==> src/sv/scd_pkg.sv <==
package scd_pkg;

  localparam int unsigned CmdW    = 8;
  localparam int unsigned ChanW   = 2;
  localparam int unsigned SampleW = 5;
  localparam int unsigned TicksW  = 16;

  localparam logic [TicksW-1:0] TICKS_RESET = 16'd100;

  // request kinds on the slave side
  localparam logic OP_COMMAND = 1'b0;
  localparam logic OP_TICK    = 1'b1;

  // result action codes
  localparam logic ACT_START = 1'b0;
  localparam logic ACT_STOP  = 1'b1;

  localparam logic [ChanW-1:0] CHAN_QUEUED = 2'd2;
  localparam logic [ChanW-1:0] CHAN_MUSIC  = 2'd3;

  // decoded command kinds
  localparam logic [2:0] KIND_NONE  = 3'd0;
  localparam logic [2:0] KIND_STOP  = 3'd1;
  localparam logic [2:0] KIND_PLAY  = 3'd2;
  localparam logic [2:0] KIND_MUSIC = 3'd3;
  localparam logic [2:0] KIND_QUEUE = 3'd4;

  typedef struct packed {
    logic [2:0]         kind;
    logic [SampleW-1:0] sample;
    logic               loop_flag;
  } decode_t;

  function automatic decode_t decode_cmd(input logic [CmdW-1:0] cmd);
    decode_t d;
    d.kind      = KIND_NONE;
    d.sample    = '0;
    d.loop_flag = 1'b0;
    case (cmd)
      8'd0:   d.kind = KIND_STOP;
      8'd1:   begin d.kind = KIND_QUEUE; d.sample = 5'd0;  end
      8'd4:   begin d.kind = KIND_QUEUE; d.sample = 5'd1;  end
      8'd5, 8'd6, 8'd7, 8'd8, 8'd9, 8'd10, 8'd11, 8'd12: begin
        d.kind   = KIND_PLAY;
        d.sample = SampleW'(cmd - 8'd3);
      end
      8'd64, 8'd65, 8'd66, 8'd67, 8'd68, 8'd69, 8'd70, 8'd71: begin
        d.kind      = KIND_MUSIC;
        d.sample    = SampleW'(cmd - 8'd54);
        d.loop_flag = (cmd == 8'd65) || (cmd == 8'd66) || (cmd == 8'd67) || (cmd == 8'd71);
      end
      8'd128: begin d.kind = KIND_PLAY;  d.sample = 5'd18; end
      8'd129: begin d.kind = KIND_PLAY;  d.sample = 5'd19; end
      8'd131: begin d.kind = KIND_PLAY;  d.sample = 5'd20; end
      8'd133: begin d.kind = KIND_PLAY;  d.sample = 5'd21; end
      8'd135: begin d.kind = KIND_QUEUE; d.sample = 5'd22; end
      8'd136: begin d.kind = KIND_QUEUE; d.sample = 5'd23; end
      8'd153: begin d.kind = KIND_QUEUE; d.sample = 5'd24; end
      default: d.kind = KIND_NONE;
    endcase
    return d;
  endfunction

endpackage

==> src/sv/sound_command_dispatcher.sv <==
// Sound command dispatcher. Each request on the slave side is either a CPU
// sound command byte (tuser 0) or one timer tick (tuser 1). Commands decode
// into stop-all, an immediate effect (alternating channels 0 and 1), music on
// channel 3, or a queued effect held in a two-entry queue (dropped when full).
// Ticks count down the wait counter and, once it is idle, start the queued
// head on channel 2 and reload the counter from cfg_wdata's last write (reset
// value 100). A request is taken every cycle the output register is empty or
// being drained; decode and state update finish in that same cycle, and the
// result, if any, appears on the master side in the next cycle. Throughput is
// one request per clock, limited only by back-pressure on the master side.
module sound_command_dispatcher (
  input  logic                                clk,
  input  logic                                rst,
  input  logic                                s_axis_tvalid,
  output logic                                s_axis_tready,
  input  logic [scd_pkg::CmdW-1:0]            s_axis_tdata,  // [7:0] command
  input  logic                                s_axis_tuser,  // [0] opcode
  output logic                                m_axis_tvalid,
  input  logic                                m_axis_tready,
  // [1:0] channel, [6:2] sample_index, [7] loop_flag
  output logic [7:0]                          m_axis_tdata,
  output logic                                m_axis_tuser,  // [0] action
  input  logic                                cfg_we,
  input  logic [scd_pkg::TicksW-1:0]          cfg_wdata
);
  import scd_pkg::*;

  logic [TicksW-1:0]  queued_sound_ticks;
  logic               head_valid;
  logic [SampleW-1:0] head_sample;
  logic               tail_valid;
  logic [SampleW-1:0] tail_sample;
  logic [TicksW-1:0]  wait_counter;
  logic               next_chan;

  logic               out_action;
  logic [ChanW-1:0]   out_chan;
  logic [SampleW-1:0] out_sample;
  logic               out_loop;

  logic    accept;
  decode_t dec;
  logic    res_valid;
  logic    res_action;
  logic [ChanW-1:0]   res_chan;
  logic [SampleW-1:0] res_sample;
  logic               res_loop;

  assign s_axis_tready = !m_axis_tvalid || m_axis_tready;
  assign accept        = s_axis_tvalid && s_axis_tready;
  assign dec           = decode_cmd(s_axis_tdata);

  always_comb begin
    res_valid  = 1'b0;
    res_action = ACT_START;
    res_chan   = '0;
    res_sample = '0;
    res_loop   = 1'b0;
    if (s_axis_tuser == OP_TICK) begin
      if (wait_counter == '0 && head_valid) begin
        res_valid  = 1'b1;
        res_chan   = CHAN_QUEUED;
        res_sample = head_sample;
      end
    end else begin
      case (dec.kind)
        KIND_STOP: begin
          res_valid  = 1'b1;
          res_action = ACT_STOP;
        end
        KIND_PLAY: begin
          res_valid  = 1'b1;
          res_chan   = {1'b0, next_chan};
          res_sample = dec.sample;
        end
        KIND_MUSIC: begin
          res_valid  = 1'b1;
          res_chan   = CHAN_MUSIC;
          res_sample = dec.sample;
          res_loop   = dec.loop_flag;
        end
        default: res_valid = 1'b0;
      endcase
    end
  end

  always_ff @(posedge clk) begin
    if (rst) begin
      queued_sound_ticks <= TICKS_RESET;
      head_valid         <= 1'b0;
      tail_valid         <= 1'b0;
      wait_counter       <= '0;
      next_chan          <= 1'b0;
      m_axis_tvalid      <= 1'b0;
    end else begin
      if (cfg_we) begin
        queued_sound_ticks <= cfg_wdata;
      end
      if (accept) begin
        m_axis_tvalid <= res_valid;
      end else if (m_axis_tready) begin
        m_axis_tvalid <= 1'b0;
      end
      if (accept) begin
        if (s_axis_tuser == OP_TICK) begin
          if (wait_counter != '0) begin
            wait_counter <= wait_counter - 1'b1;
          end else if (head_valid) begin
            // start head, shift tail forward
            wait_counter <= queued_sound_ticks;
            head_valid   <= tail_valid;
            tail_valid   <= 1'b0;
          end
        end else begin
          if (dec.kind == KIND_PLAY) begin
            next_chan <= ~next_chan;
          end
          if (dec.kind == KIND_QUEUE) begin
            if (!head_valid) begin
              head_valid <= 1'b1;
            end else if (!tail_valid) begin
              tail_valid <= 1'b1;
            end
          end
        end
      end
    end
  end

  // payload registers
  always_ff @(posedge clk) begin
    if (accept && res_valid) begin
      out_action <= res_action;
      out_chan   <= res_chan;
      out_sample <= res_sample;
      out_loop   <= res_loop;
    end
    if (accept) begin
      if (s_axis_tuser == OP_TICK) begin
        if (wait_counter == '0 && head_valid) begin
          head_sample <= tail_sample;
          tail_sample <= '0;
        end
      end else if (dec.kind == KIND_QUEUE) begin
        if (!head_valid) begin
          head_sample <= dec.sample;
        end else if (!tail_valid) begin
          tail_sample <= dec.sample;
        end
      end
    end
  end

  assign m_axis_tuser = out_action;
  assign m_axis_tdata = {out_loop, out_sample, out_chan};

endmodule
==> config.mk <==
export PLATFORM = sky130hd
export DESIGN_NAME = sound_command_dispatcher
export DESIGN_NICKNAME = d
export VERILOG_FILES = /design/src/sv/scd_pkg.sv /design/src/sv/sound_command_dispatcher.sv
export SDC_FILE = /design/constraint.sdc
export NUM_CORES = 1
export LEC_CHECK = 0
export BUFFER_PORTS_ARGS = -buffer_cell sky130_fd_sc_hd__buf_2
export CAP_MARGIN = 20
export CORE_AREA = 2 2 84 86
export DETAILED_ROUTE_END_ITERATION = 6
export DIE_AREA = 0 0 86 88
export PLACE_DENSITY_LB_ADDON = 0.15
export SLEW_MARGIN = 20
export SYNTH_ARGS = -nofsm -noshare
export SYNTH_HDL_FRONTEND = slang
export SYNTH_SLANG_ARGS = --single-unit
export TNS_END_PERCENT = 10
==> constraint.sdc <==
create_clock -name clk -period 3.3 [get_ports clk]
set_input_delay 0.66 -clock clk [delete_from_list [all_inputs] [get_ports clk]]
set_output_delay 0.66 -clock clk [all_outputs]
set_load 0.01 [all_outputs]
==> flow_metrics.tcl, run 1 <==
set metrics [dict create \
    maxCapViolations 0 \
    rsz0062_at_grt "no" \
    place.port_buffers 40 \
    syn_area_per_cell_um2 9.11 \
    worstSetupPathType "in2reg" \
    synth_ff_type "dfxtp_1" \
    overflow 0 \
    start_util 0.494 \
    final-setup-viol-count 0 \
    yosys_register_bits 55 \
    cts.sinks 55 \
    use_met1 0.302 \
    routed_wl_mm 7.34 \
    busiest_layer "met1" \
    root_buffer "clkbuf_8" \
    power_leakage_nw 1.39 \
    syn_inst 360 \
    fin_crit_ps 2800 \
    finClkSkew_ps 6.97 \
    vdd_drop_max_mv 0.374 \
    die_area_um2 7570 \
    drtIter0Drc 229 \
    powerDensity_nw_per_um2 704 \
    die-height_um 88 \
    relSlewSlack 0.524 \
    dr.pass1.iters 4 \
    hold_path_class "reg2reg" \
    drive_gt1_frac 0.193 \
    row_count 30 \
    seq_area_frac_synth 0.394 \
    use_met3 0.0349 \
    yosysWarningCount 0 \
    critPathSlowestCell "or4_4" \
    path_delay_family "simple AND/OR/NAND/NOR gates" \
    antenna_found_initial 0 \
    holdWs_ps 485 \
    final_nets 430 \
    yosysUniqueCellTypes 66 \
    hpwlAfterDp_mm 5.40 \
    worst_pin_slew_ps 713 \
    postRouteAntennaNets 0 \
    cp.arrival_ps 2820 \
    timing.setup.tns_ps 0 \
    use_met2 0.301 \
    final_max_slew_viol_count 0 \
    cp_num_buf_inv 2 \
    wl_per_cell_um 15.5 \
    postCtsResizedCells 0 \
    synth_edf_count 19 \
    cts_tree "yes" \
    crit_required_ps 3330 \
    crit_path_max_incr_delay_ps 570 \
    vias 2780 \
    startpoint_type "input port" \
    grt_first_pass_wirelength_mm 12.3 \
    route.detailed.drc 0 \
    synthArstFlopShare 0 \
    holdBufCountCts 0 \
    core_area_um2 6640 \
    n_antenna_cell 0 \
    synth_nets 397 \
    clk_latency_ps 310 \
    worst-path-max-fanout 9 \
    status "finished clean" \
    path_clk_slew_ps 100 \
    grt_pass1_vias 2594 \
    gp_congestion 0.845 \
    pin_count 41 \
    postCtsSetupBuffers 0 \
    cts-htree-levels 2 \
    max_freq_mhz 358 \
    ctsLongestPathBuffers 2 \
    grt_max_degree 39 \
    crit_chain "buf_2 > ha_1 > or4_4 > and3_4 > a2111oi_4 > o211ai_1 > a211oi_1 > buf_4" \
    final_hold_viol_count 0 \
    syn_area_um2 3280 \
    grt_util_all_layers 0.203 \
    final.period_utilization 0.847 \
    area_growth_pct 8.39 \
    fp.dieW_um 86 \
    numCtsBuffers 5 \
    via_per_inst 5.86 \
    endpoint_kind "flip-flop" \
]
-- cell families (layout without fill, tap and decap cells) --
group           count (synthesis)  in the layout  synth area share
xor+xnor                        4              4            0.0107
flops                          55             55             0.394
buf+inv                        40             74            0.0767
simple gates                  130            130             0.210
mux                            15             15            0.0462
compound gates                109            109             0.236
fa+ha+maj                       7              7            0.0267
-- routing by layer --
metal / vias up / wire length (µm)
met5: - / 0
met1: 1276 / 3740
li1: 1416 / -
met2: 77 / 3130
met4: 0 / 97
met3: 11 / 369
-- where the power goes --
part           leakage, nW  switching (mW)  total [mW]  internal (mW)
sequential           0.477          0.0625       0.832          0.769
combinational        0.869           0.837        1.31          0.470
clock               0.0412           0.213       0.362          0.149
-- per-stage QoR --
step | std cells | setup WS [ps] | power (mW) | instance area, µm² | util
floorplan | 360 | 196 | 1.83 | 3280 | -
global placement | 466 | 213 | 2.10 | 3470 | 0.522
detailed placement | 466 | 199 | 2.13 | 3470 | 0.522
CTS | 474 | 520 | 2.50 | 3550 | 0.534
global route | 474 | 374 | 2.70 | 3550 | 0.535
finish | 474 | 504 | 2.50 | 3550 | 0.535
-- state kept, by name, indices dropped and copies added (netlist names), 2 cells and up --
signal              count
out_chan                2
queued_sound_ticks     16
tail_sample             5
head_sample             5
wait_counter           16
out_sample              5
-- worst reg2reg max path: stages (launching register included) --
cell and delay, ps:
dfxtp_1 360, inv_1 70, ha_1 240, nor4b_2 410, nand3_1 410, nor2_1 300, nand3_1 170, a21oi_1 190
buf_4 200
-- worst paths after layout --
kind / startpoint / end / slack [ps] / cells after the start
worst max-delay path: s_axis_tdata[1] / tail_sample[1]$_SDFFCE_PP0P_ / 500 / 8
worst min-delay path: wait_counter[1]$_SDFFE_PP0P_ / wait_counter[1]$_SDFFE_PP0P_ / 480 / 2
worst max register to register: wait_counter[0]$_SDFFE_PP0P_ / out_chan[0]$_SDFFCE_PP0P_ / 670 / 8
worst min register to register: wait_counter[1]$_SDFFE_PP0P_ / wait_counter[1]$_SDFFE_PP0P_ / 480 / 2
-- Yosys cell counts (4+ instances only) --
library cell / count / area share
dfxtp_1: 36 / 0.22
nor2_1: 36 / 0.041
a21oi_1: 22 / 0.034
nand2_1: 21 / 0.024
o21ai_0: 20 / 0.031
edfxtp_1: 19 / 0.17
inv_1: 17 / 0.019
nand3_1: 15 / 0.023
nor3_1: 15 / 0.023
mux2i_1: 14 / 0.043
a211oi_1: 8 / 0.018
clkbuf_1: 8 / 0.0092
and3_1: 7 / 0.013
clkbuf_8: 7 / 0.029
ha_1: 7 / 0.027
o211ai_1: 6 / 0.014
o22ai_1: 6 / 0.011
a31oi_1: 5 / 0.0095
and2_1: 5 / 0.0095
a211o_1: 4 / 0.011
a22o_1: 4 / 0.011
nand4_1: 4 / 0.0076
nor4_1: 4 / 0.0076
o21ai_1: 4 / 0.0061
xnor2_1: 4 / 0.011
-- cells in the final DEF, fill, tap and decap left out, drive strengths merged, types with 3 or more instances in the layout --
cell type / n
buf: 49
a31oi: 5
a22o: 4
clkbuf: 6
nor4: 4
o2bb2ai: 3
inv: 17
and3: 8
xnor2: 4
nand2: 21
a221oi: 4
or3: 3
a211oi: 11
nand2b: 3
nand3: 15
nor2: 36
mux2i: 14
a22oi: 3
a211o: 4
dfxtp: 36
nor4b: 3
nand4: 4
ha: 7
o211ai: 6
edfxtp: 19
o22ai: 6
and2: 5
nor3: 15
a21oi: 22
nor2b: 4
o21ai: 24
-- layout make-up --
class                   count  area, µm²
clock buffers               6       72.6
clock inverters             2       12.5
fillers                   626       3090
inverters                  17       63.8
multi-input cells         265       1750
flip-flops and latches     55       1290
well taps                  80        100
repair buffers             49        268
Power figures use the tool's default switching activity.
==> run 2: changes to the inputs <==
--- a/config.mk
+++ b/config.mk
@@ -5,11 +5,12 @@
 export SDC_FILE = /design/constraint.sdc
 export NUM_CORES = 1
 export LEC_CHECK = 0
+export ABC_AREA = 1
 export BUFFER_PORTS_ARGS = -buffer_cell sky130_fd_sc_hd__buf_2
 export CAP_MARGIN = 20
-export CORE_AREA = 2 2 84 86
+export CORE_AREA = 2 2 83 85
 export DETAILED_ROUTE_END_ITERATION = 6
-export DIE_AREA = 0 0 86 88
+export DIE_AREA = 0 0 85 87
 export PLACE_DENSITY_LB_ADDON = 0.15
 export SLEW_MARGIN = 20
 export SYNTH_ARGS = -nofsm -noshare
==> constraint.sdc (replaced) <==
create_clock -name clk -period 2.3 [get_ports clk]
set_input_delay 0.46 -clock clk [delete_from_list [all_inputs] [get_ports clk]]
set_output_delay 0.46 -clock clk [all_outputs]
set_load 0.01 [all_outputs]
==> flow_metrics.tcl, run 2 <==
set metrics [dict create \
    synth_edf_count 19 \
    drtIter0Drc 155 \
    cp.arrival_ps 2160 \
    crit_path_max_incr_delay_ps 350 \
    cts_tree "yes" \
    synth_most_common_cell "nand2_1" \
    overflow 0 \
    relSlewSlack 0.637 \
    routed_wl_mm 7.26 \
    yosys_register_bits 55 \
    cts-htree-levels 2 \
    finClkSkew_ps 9.76 \
    swShare 0.316 \
    final_cell_mix "nand2_1 (76), nor2_1 (65), o21ai_0 (43)" \
    critPathSlowestCell "dfxtp_1" \
    path_clk_slew_ps 100 \
    postCtsResizedCells 0 \
    status "finished clean" \
    clockPowerShare 0.268 \
    seq_area_frac_synth 0.410 \
    cts.sinks 55 \
    endpoint_kind "flip-flop" \
    ys_top_cells_by_count "nand2_1 (76), nor2_1 (66), inv_1 (43), o21ai_0 (43), dfxtp_1 (36)" \
    drive_gt1_frac 0.213 \
    final_nets 524 \
    power_leakage_nw 1.71 \
    power_mw 2.41 \
    grt_pass1_vias 2587 \
    numCtsBuffers 5 \
    route.detailed.drc 0 \
    row_count 30 \
    hold_path_class "in2reg" \
    place_inst 560 \
    fp.dieW_um 85 \
    holdBufCountCts 0 \
    vdd_drop_max_mv 0.456 \
    crit_top_cell "nor2_2" \
    grt_first_pass_wirelength_mm 11.8 \
    synthArstFlopShare 0 \
    syn_area_per_cell_um2 7.37 \
    synth_top_area_cell "dfxtp_1" \
    dr.pass1.iters 4 \
    clk_latency_ps 310 \
    place.port_buffers 40 \
    stdcell_area_um2 3700 \
    synth_nets 465 \
    final_max_slew_viol_count 0 \
    core_area_um2 6570 \
    vias 2890 \
    top_regs "queued_sound_ticks: 16 flops, wait_counter: 16 flops" \
    postCtsSetupBuffers 0 \
    mostFrequentLayoutCell "nand2_1" \
    crit_chain "inv_2 > ha_1 > inv_1 > nor2_2 > nand2_2 > nor2_2 > nand4_1 > inv_2 > nand3_2 > nor2_2 > nand3_1 > a21oi_2 > buf_4" \
    placed_area_um2 3580 \
    worst_pin_slew_ps 544 \
    final_hold_viol_count 0 \
    worstSetupPathType "reg2reg" \
    maxCapViolations 0 \
    yosysUniqueCellTypes 37 \
    final.period_utilization 0.923 \
    holdWs_ps 358 \
    synthTopCellsByArea "dfxtp_1 (23%), edfxtp_1 (18%), nand2_1 (9.0%)" \
    hpwlAfterDp_mm 5.32 \
    fill_cells 628 \
    pin_count 41 \
    synth.top_cell.area_share 0.229 \
    r2r_slack_ps 180 \
    ctsLongestPathBuffers 2 \
    yosysWarningCount 0 \
    syn_inst 428 \
    powerDensity_nw_per_um2 653 \
    final_cells 568 \
    syn_area_um2 3150 \
    grt_util_all_layers 0.198 \
    synth_ff_type "dfxtp_1" \
    gp_congestion 0.897 \
    grt_max_degree 22 \
    antenna_found_initial 0 \
    max_freq_mhz 471 \
    wl_per_cell_um 12.8 \
    via_per_inst 5.09 \
    worstRegToRegCells 13 \
    internal-power_mw 1.65 \
    post-place-ws_ps -90.1 \
    combPwrFrac 0.273 \
    postRouteAntennaNets 0 \
    start_util 0.480 \
    setup_ws_ps 178 \
    die_area_um2 7400 \
    area_growth_pct 17.2 \
    hold_depth 3 \
    p_switching_mw 0.764 \
    die-height_um 87 \
    pwr-share-seq 0.458 \
    startpoint_type "flip-flop" \
    fin_crit_ps 2120 \
    root_buffer "clkbuf_8" \
    n_antenna_cell 0 \
    final-setup-viol-count 0 \
    crit_required_ps 2340 \
    worst-path-max-fanout 5 \
]
==> run 2: final timing paths <==
check / startpoint / end
min: cfg_wdata[5] / queued_sound_ticks[5]$_SDFFE_PP1P_
max reg2reg: wait_counter[0]$_SDFFE_PP0P_ / head_sample[3]$_DFFE_PP_
max: wait_counter[0]$_SDFFE_PP0P_ / head_sample[3]$_DFFE_PP_
min reg2reg: queued_sound_ticks[10]$_SDFFE_PP0P_ / queued_sound_ticks[10]$_SDFFE_PP0P_
==> run 2: area by class of cell <==
cell class | count | area (µm²) | share of cell area
tap | 80 | 100 | 0.0271
clock inverter | 2 | 36.3 | 0.00982
timing repair buffer | 69 | 430 | 0.116
inverter | 50 | 193 | 0.0521
sequential | 55 | 1290 | 0.349
clock buffer | 6 | 72.6 | 0.0196
multi-input combinational | 306 | 1570 | 0.426
==> run 2: routing by layer <==
layer	vias to the layer above	GRT usage	wire length [µm]
met5	-	0	0
met2	75	0.325	3210
met1	1293	0.275	3630
met3	6	0.0284	338
li1	1516	-	-
met4	0	0.0519	77
==> run 2: critical path, delay by kind of cell, from the launching register on <==
| family | cells | cell delay (ps) |
|---|---|---|
| flops | 1 | 350 |
| buf+inv | 4 | 420 |
| compound gates | 1 | 160 |
| fa+ha+maj | 1 | 160 |
| simple gates | 7 | 760 |
==> run 2: stage by stage <==
stage	util	setup TNS, ps
6_report	0.563	0
5_1_grt	0.563	-210
4_1_cts	0.562	0
3_5_place_dp	0.545	-1240
3_3_place_gp	0.545	-388
2_1_floorplan	-	0
==> run 2: cell families after synthesis <==
kind of cell               after synthesis  share of synthesized area
DFF                                     55                      0.410
buffers and inverters                   67                     0.0936
adders and majority gates                7                     0.0278
xor gates and xnor gates                13                     0.0361
AOI/OAI and AO/OA                       91                      0.152
and+or+nand+nor                        195                      0.281
==> run 2: power groups by stage <==
stage	sequential [mW]	combinational [mW]	clock (mW)
after floorplan	1.12	0.469	0
after global placement	1.13	0.640	0
after detailed placement	1.13	0.650	0
after CTS	1.11	0.657	0.666
after global routing	1.12	0.755	0.692
final	1.11	0.660	0.648
==> run 3: changes to the inputs <==
--- a/config.mk
+++ b/config.mk
@@ -8,9 +8,11 @@
 export ABC_AREA = 1
 export BUFFER_PORTS_ARGS = -buffer_cell sky130_fd_sc_hd__buf_2
 export CAP_MARGIN = 20
-export CORE_AREA = 2 2 83 85
+export CELL_PAD_IN_SITES_DETAIL_PLACEMENT = 1
+export CELL_PAD_IN_SITES_GLOBAL_PLACEMENT = 1
+export CORE_AREA = 2 2 95 97
 export DETAILED_ROUTE_END_ITERATION = 6
-export DIE_AREA = 0 0 85 87
+export DIE_AREA = 0 0 97 99
 export PLACE_DENSITY_LB_ADDON = 0.15
 export SLEW_MARGIN = 20
 export SYNTH_ARGS = -nofsm -noshare
==> flow_metrics.tcl, run 3 (synthesis results as in run 2) <==
set metrics [dict create \
    status "finished clean" \
    die_area_um2 9600 \
    final-setup-viol-count 0 \
    antenna_found_initial 0 \
    crit_required_ps 2390 \
    via_per_inst 4.90 \
    row_count 34 \
    final_nets 529 \
    final_core_util 0.442 \
    holdBufCountCts 0 \
    overflow 0 \
    post-place-ws_ps -115 \
    placed_area_um2 3650 \
    powerDensity_nw_per_um2 648 \
    place_inst 593 \
    n_antenna_cell 0 \
    wl_met1_mm 4.32 \
    hold_path_class "in2reg" \
    top_regs "queued_sound_ticks: 16 flops, wait_counter: 16 flops" \
    root_buffer "clkbuf_8" \
    postRouteAntennaNets 0 \
    ctsLongestPathBuffers 2 \
    wl_per_cell_um 14.2 \
    dr_wl_met3_um 307 \
    grt_max_degree 22 \
    met2_length_mm 3.80 \
    rsz0062_at_grt "no" \
    final_cell_mix "nand2_1 (76), nor2_1 (65), o21ai_0 (43)" \
    cp.arrival_ps 2210 \
    cts_tree "yes" \
    setup_ws_ps 180 \
    fin_crit_ps 2120 \
    dr.pass1.iters 5 \
    pin_count 41 \
    start_util 0.369 \
    final_hold_viol_count 0 \
    final_max_slew_viol_count 0 \
    mostFrequentLayoutCell "nand2_1" \
    drive_gt1_frac 0.223 \
    grt_pass1_vias 2965 \
    numCtsBuffers 5 \
    grt_util_all_layers 0.180 \
    routed_wl_mm 8.54 \
    place.port_buffers 40 \
    clk_latency_ps 310 \
    drtIter0Drc 105 \
    maxCapViolations 0 \
    core_area_um2 8550 \
    worstRegToRegCells 12 \
    max_freq_mhz 472 \
    grt_first_pass_wirelength_mm 14.2 \
    path_clk_slew_ps 100 \
    vias 2946 \
    reg2reg_from "wait_counter[0]$_SDFFE_PP0P_" \
    cts-htree-levels 2 \
    stdcell_area_um2 3780 \
    postCtsSetupBuffers 0 \
    power_leakage_nw 1.74 \
    startpoint_type "input port" \
    final_cells 601 \
    route.detailed.drc 0 \
    hold_end "queued_sound_ticks[6]$_SDFFE_PP1P_" \
    highest_layer "met4" \
    hpwlAfterDp_mm 6.51 \
    r2r_slack_ps 220 \
    finClkSkew_ps 6.93 \
    hold_depth 3 \
    area_growth_pct 19.8 \
    vdd_drop_max_mv 0.279 \
    rr_endpoint "out_loop$_SDFFCE_PP0P_" \
    relSlewSlack 0.626 \
    hp-start "cfg_wdata[6]" \
    cts.sinks 55 \
    gp_congestion 0.827 \
    worstSetupPathType "in2reg" \
    postCtsResizedCells 0 \
    fp.dieW_um 97 \
    worst-path-max-fanout 9 \
    worst_pin_slew_ps 560 \
    endpoint_kind "flip-flop" \
    die-height_um 99 \
    final.period_utilization 0.922 \
]
-- run 3: worst max-delay path by stage --
stage | startpoint | end
floorplan | s_axis_tdata[1] | tail_sample[0]$_SDFFCE_PP0P_
global placement | s_axis_tdata[0] | head_sample[2]$_DFFE_PP_
detailed placement | s_axis_tdata[0] | head_sample[0]$_DFFE_PP_
CTS | wait_counter[0]$_SDFFE_PP0P_ | head_sample[1]$_DFFE_PP_
global route | s_axis_tdata[0] | tail_sample[4]$_SDFFCE_PP0P_
finish | s_axis_tdata[0] | out_loop$_SDFFCE_PP0P_
-- run 3: cell type report --
| type | instances | area [µm²] |
|---|---|---|
| well taps | 108 | 135 |
| fillers | 1104 | 4770 |
| multi-input cells | 306 | 1580 |
| inverters | 50 | 193 |
| repair buffers | 74 | 468 |
| flip-flops and latches | 55 | 1290 |
| clock buffers | 5 | 68.8 |
| clock inverters | 3 | 38.8 |
-- run 3: worst max-delay path: stages --
cell and delay, ps:
buf_2 130, inv_1 80, ha_1 210, nor2_1 140
nand2_1 100, nand2_1 100, nand2_1 90, nand2_2 120
nand4_1 190, nand3_1 120, inv_1 50, o21ai_1 170
inv_1 100, buf_12 150
-- run 3: through the flow --
stage               hold WS [ps]  power [mW]  TNS [ps]
floorplan                    425        1.58         0
global placement             439        1.79      -274
detailed placement           448        1.81     -2150
CTS                          360        2.47         0
global route                 361        2.60         0
finish                       360        2.45         0
-- run 3: report_power, final --
part	internal [mW]	switching, mW	total, mW	leakage (nW)
clock network	0.319	0.338	0.657	0.0517
logic	0.277	0.405	0.682	1.21
registers	1.06	0.0505	1.11	0.479
-- run 3: metal layers --
layer	up-vias	track usage
met4	0	0.0412
li1	1528	-
met2	52	0.291
met3	9	0.0284
met5	-	0
met1	1357	0.255
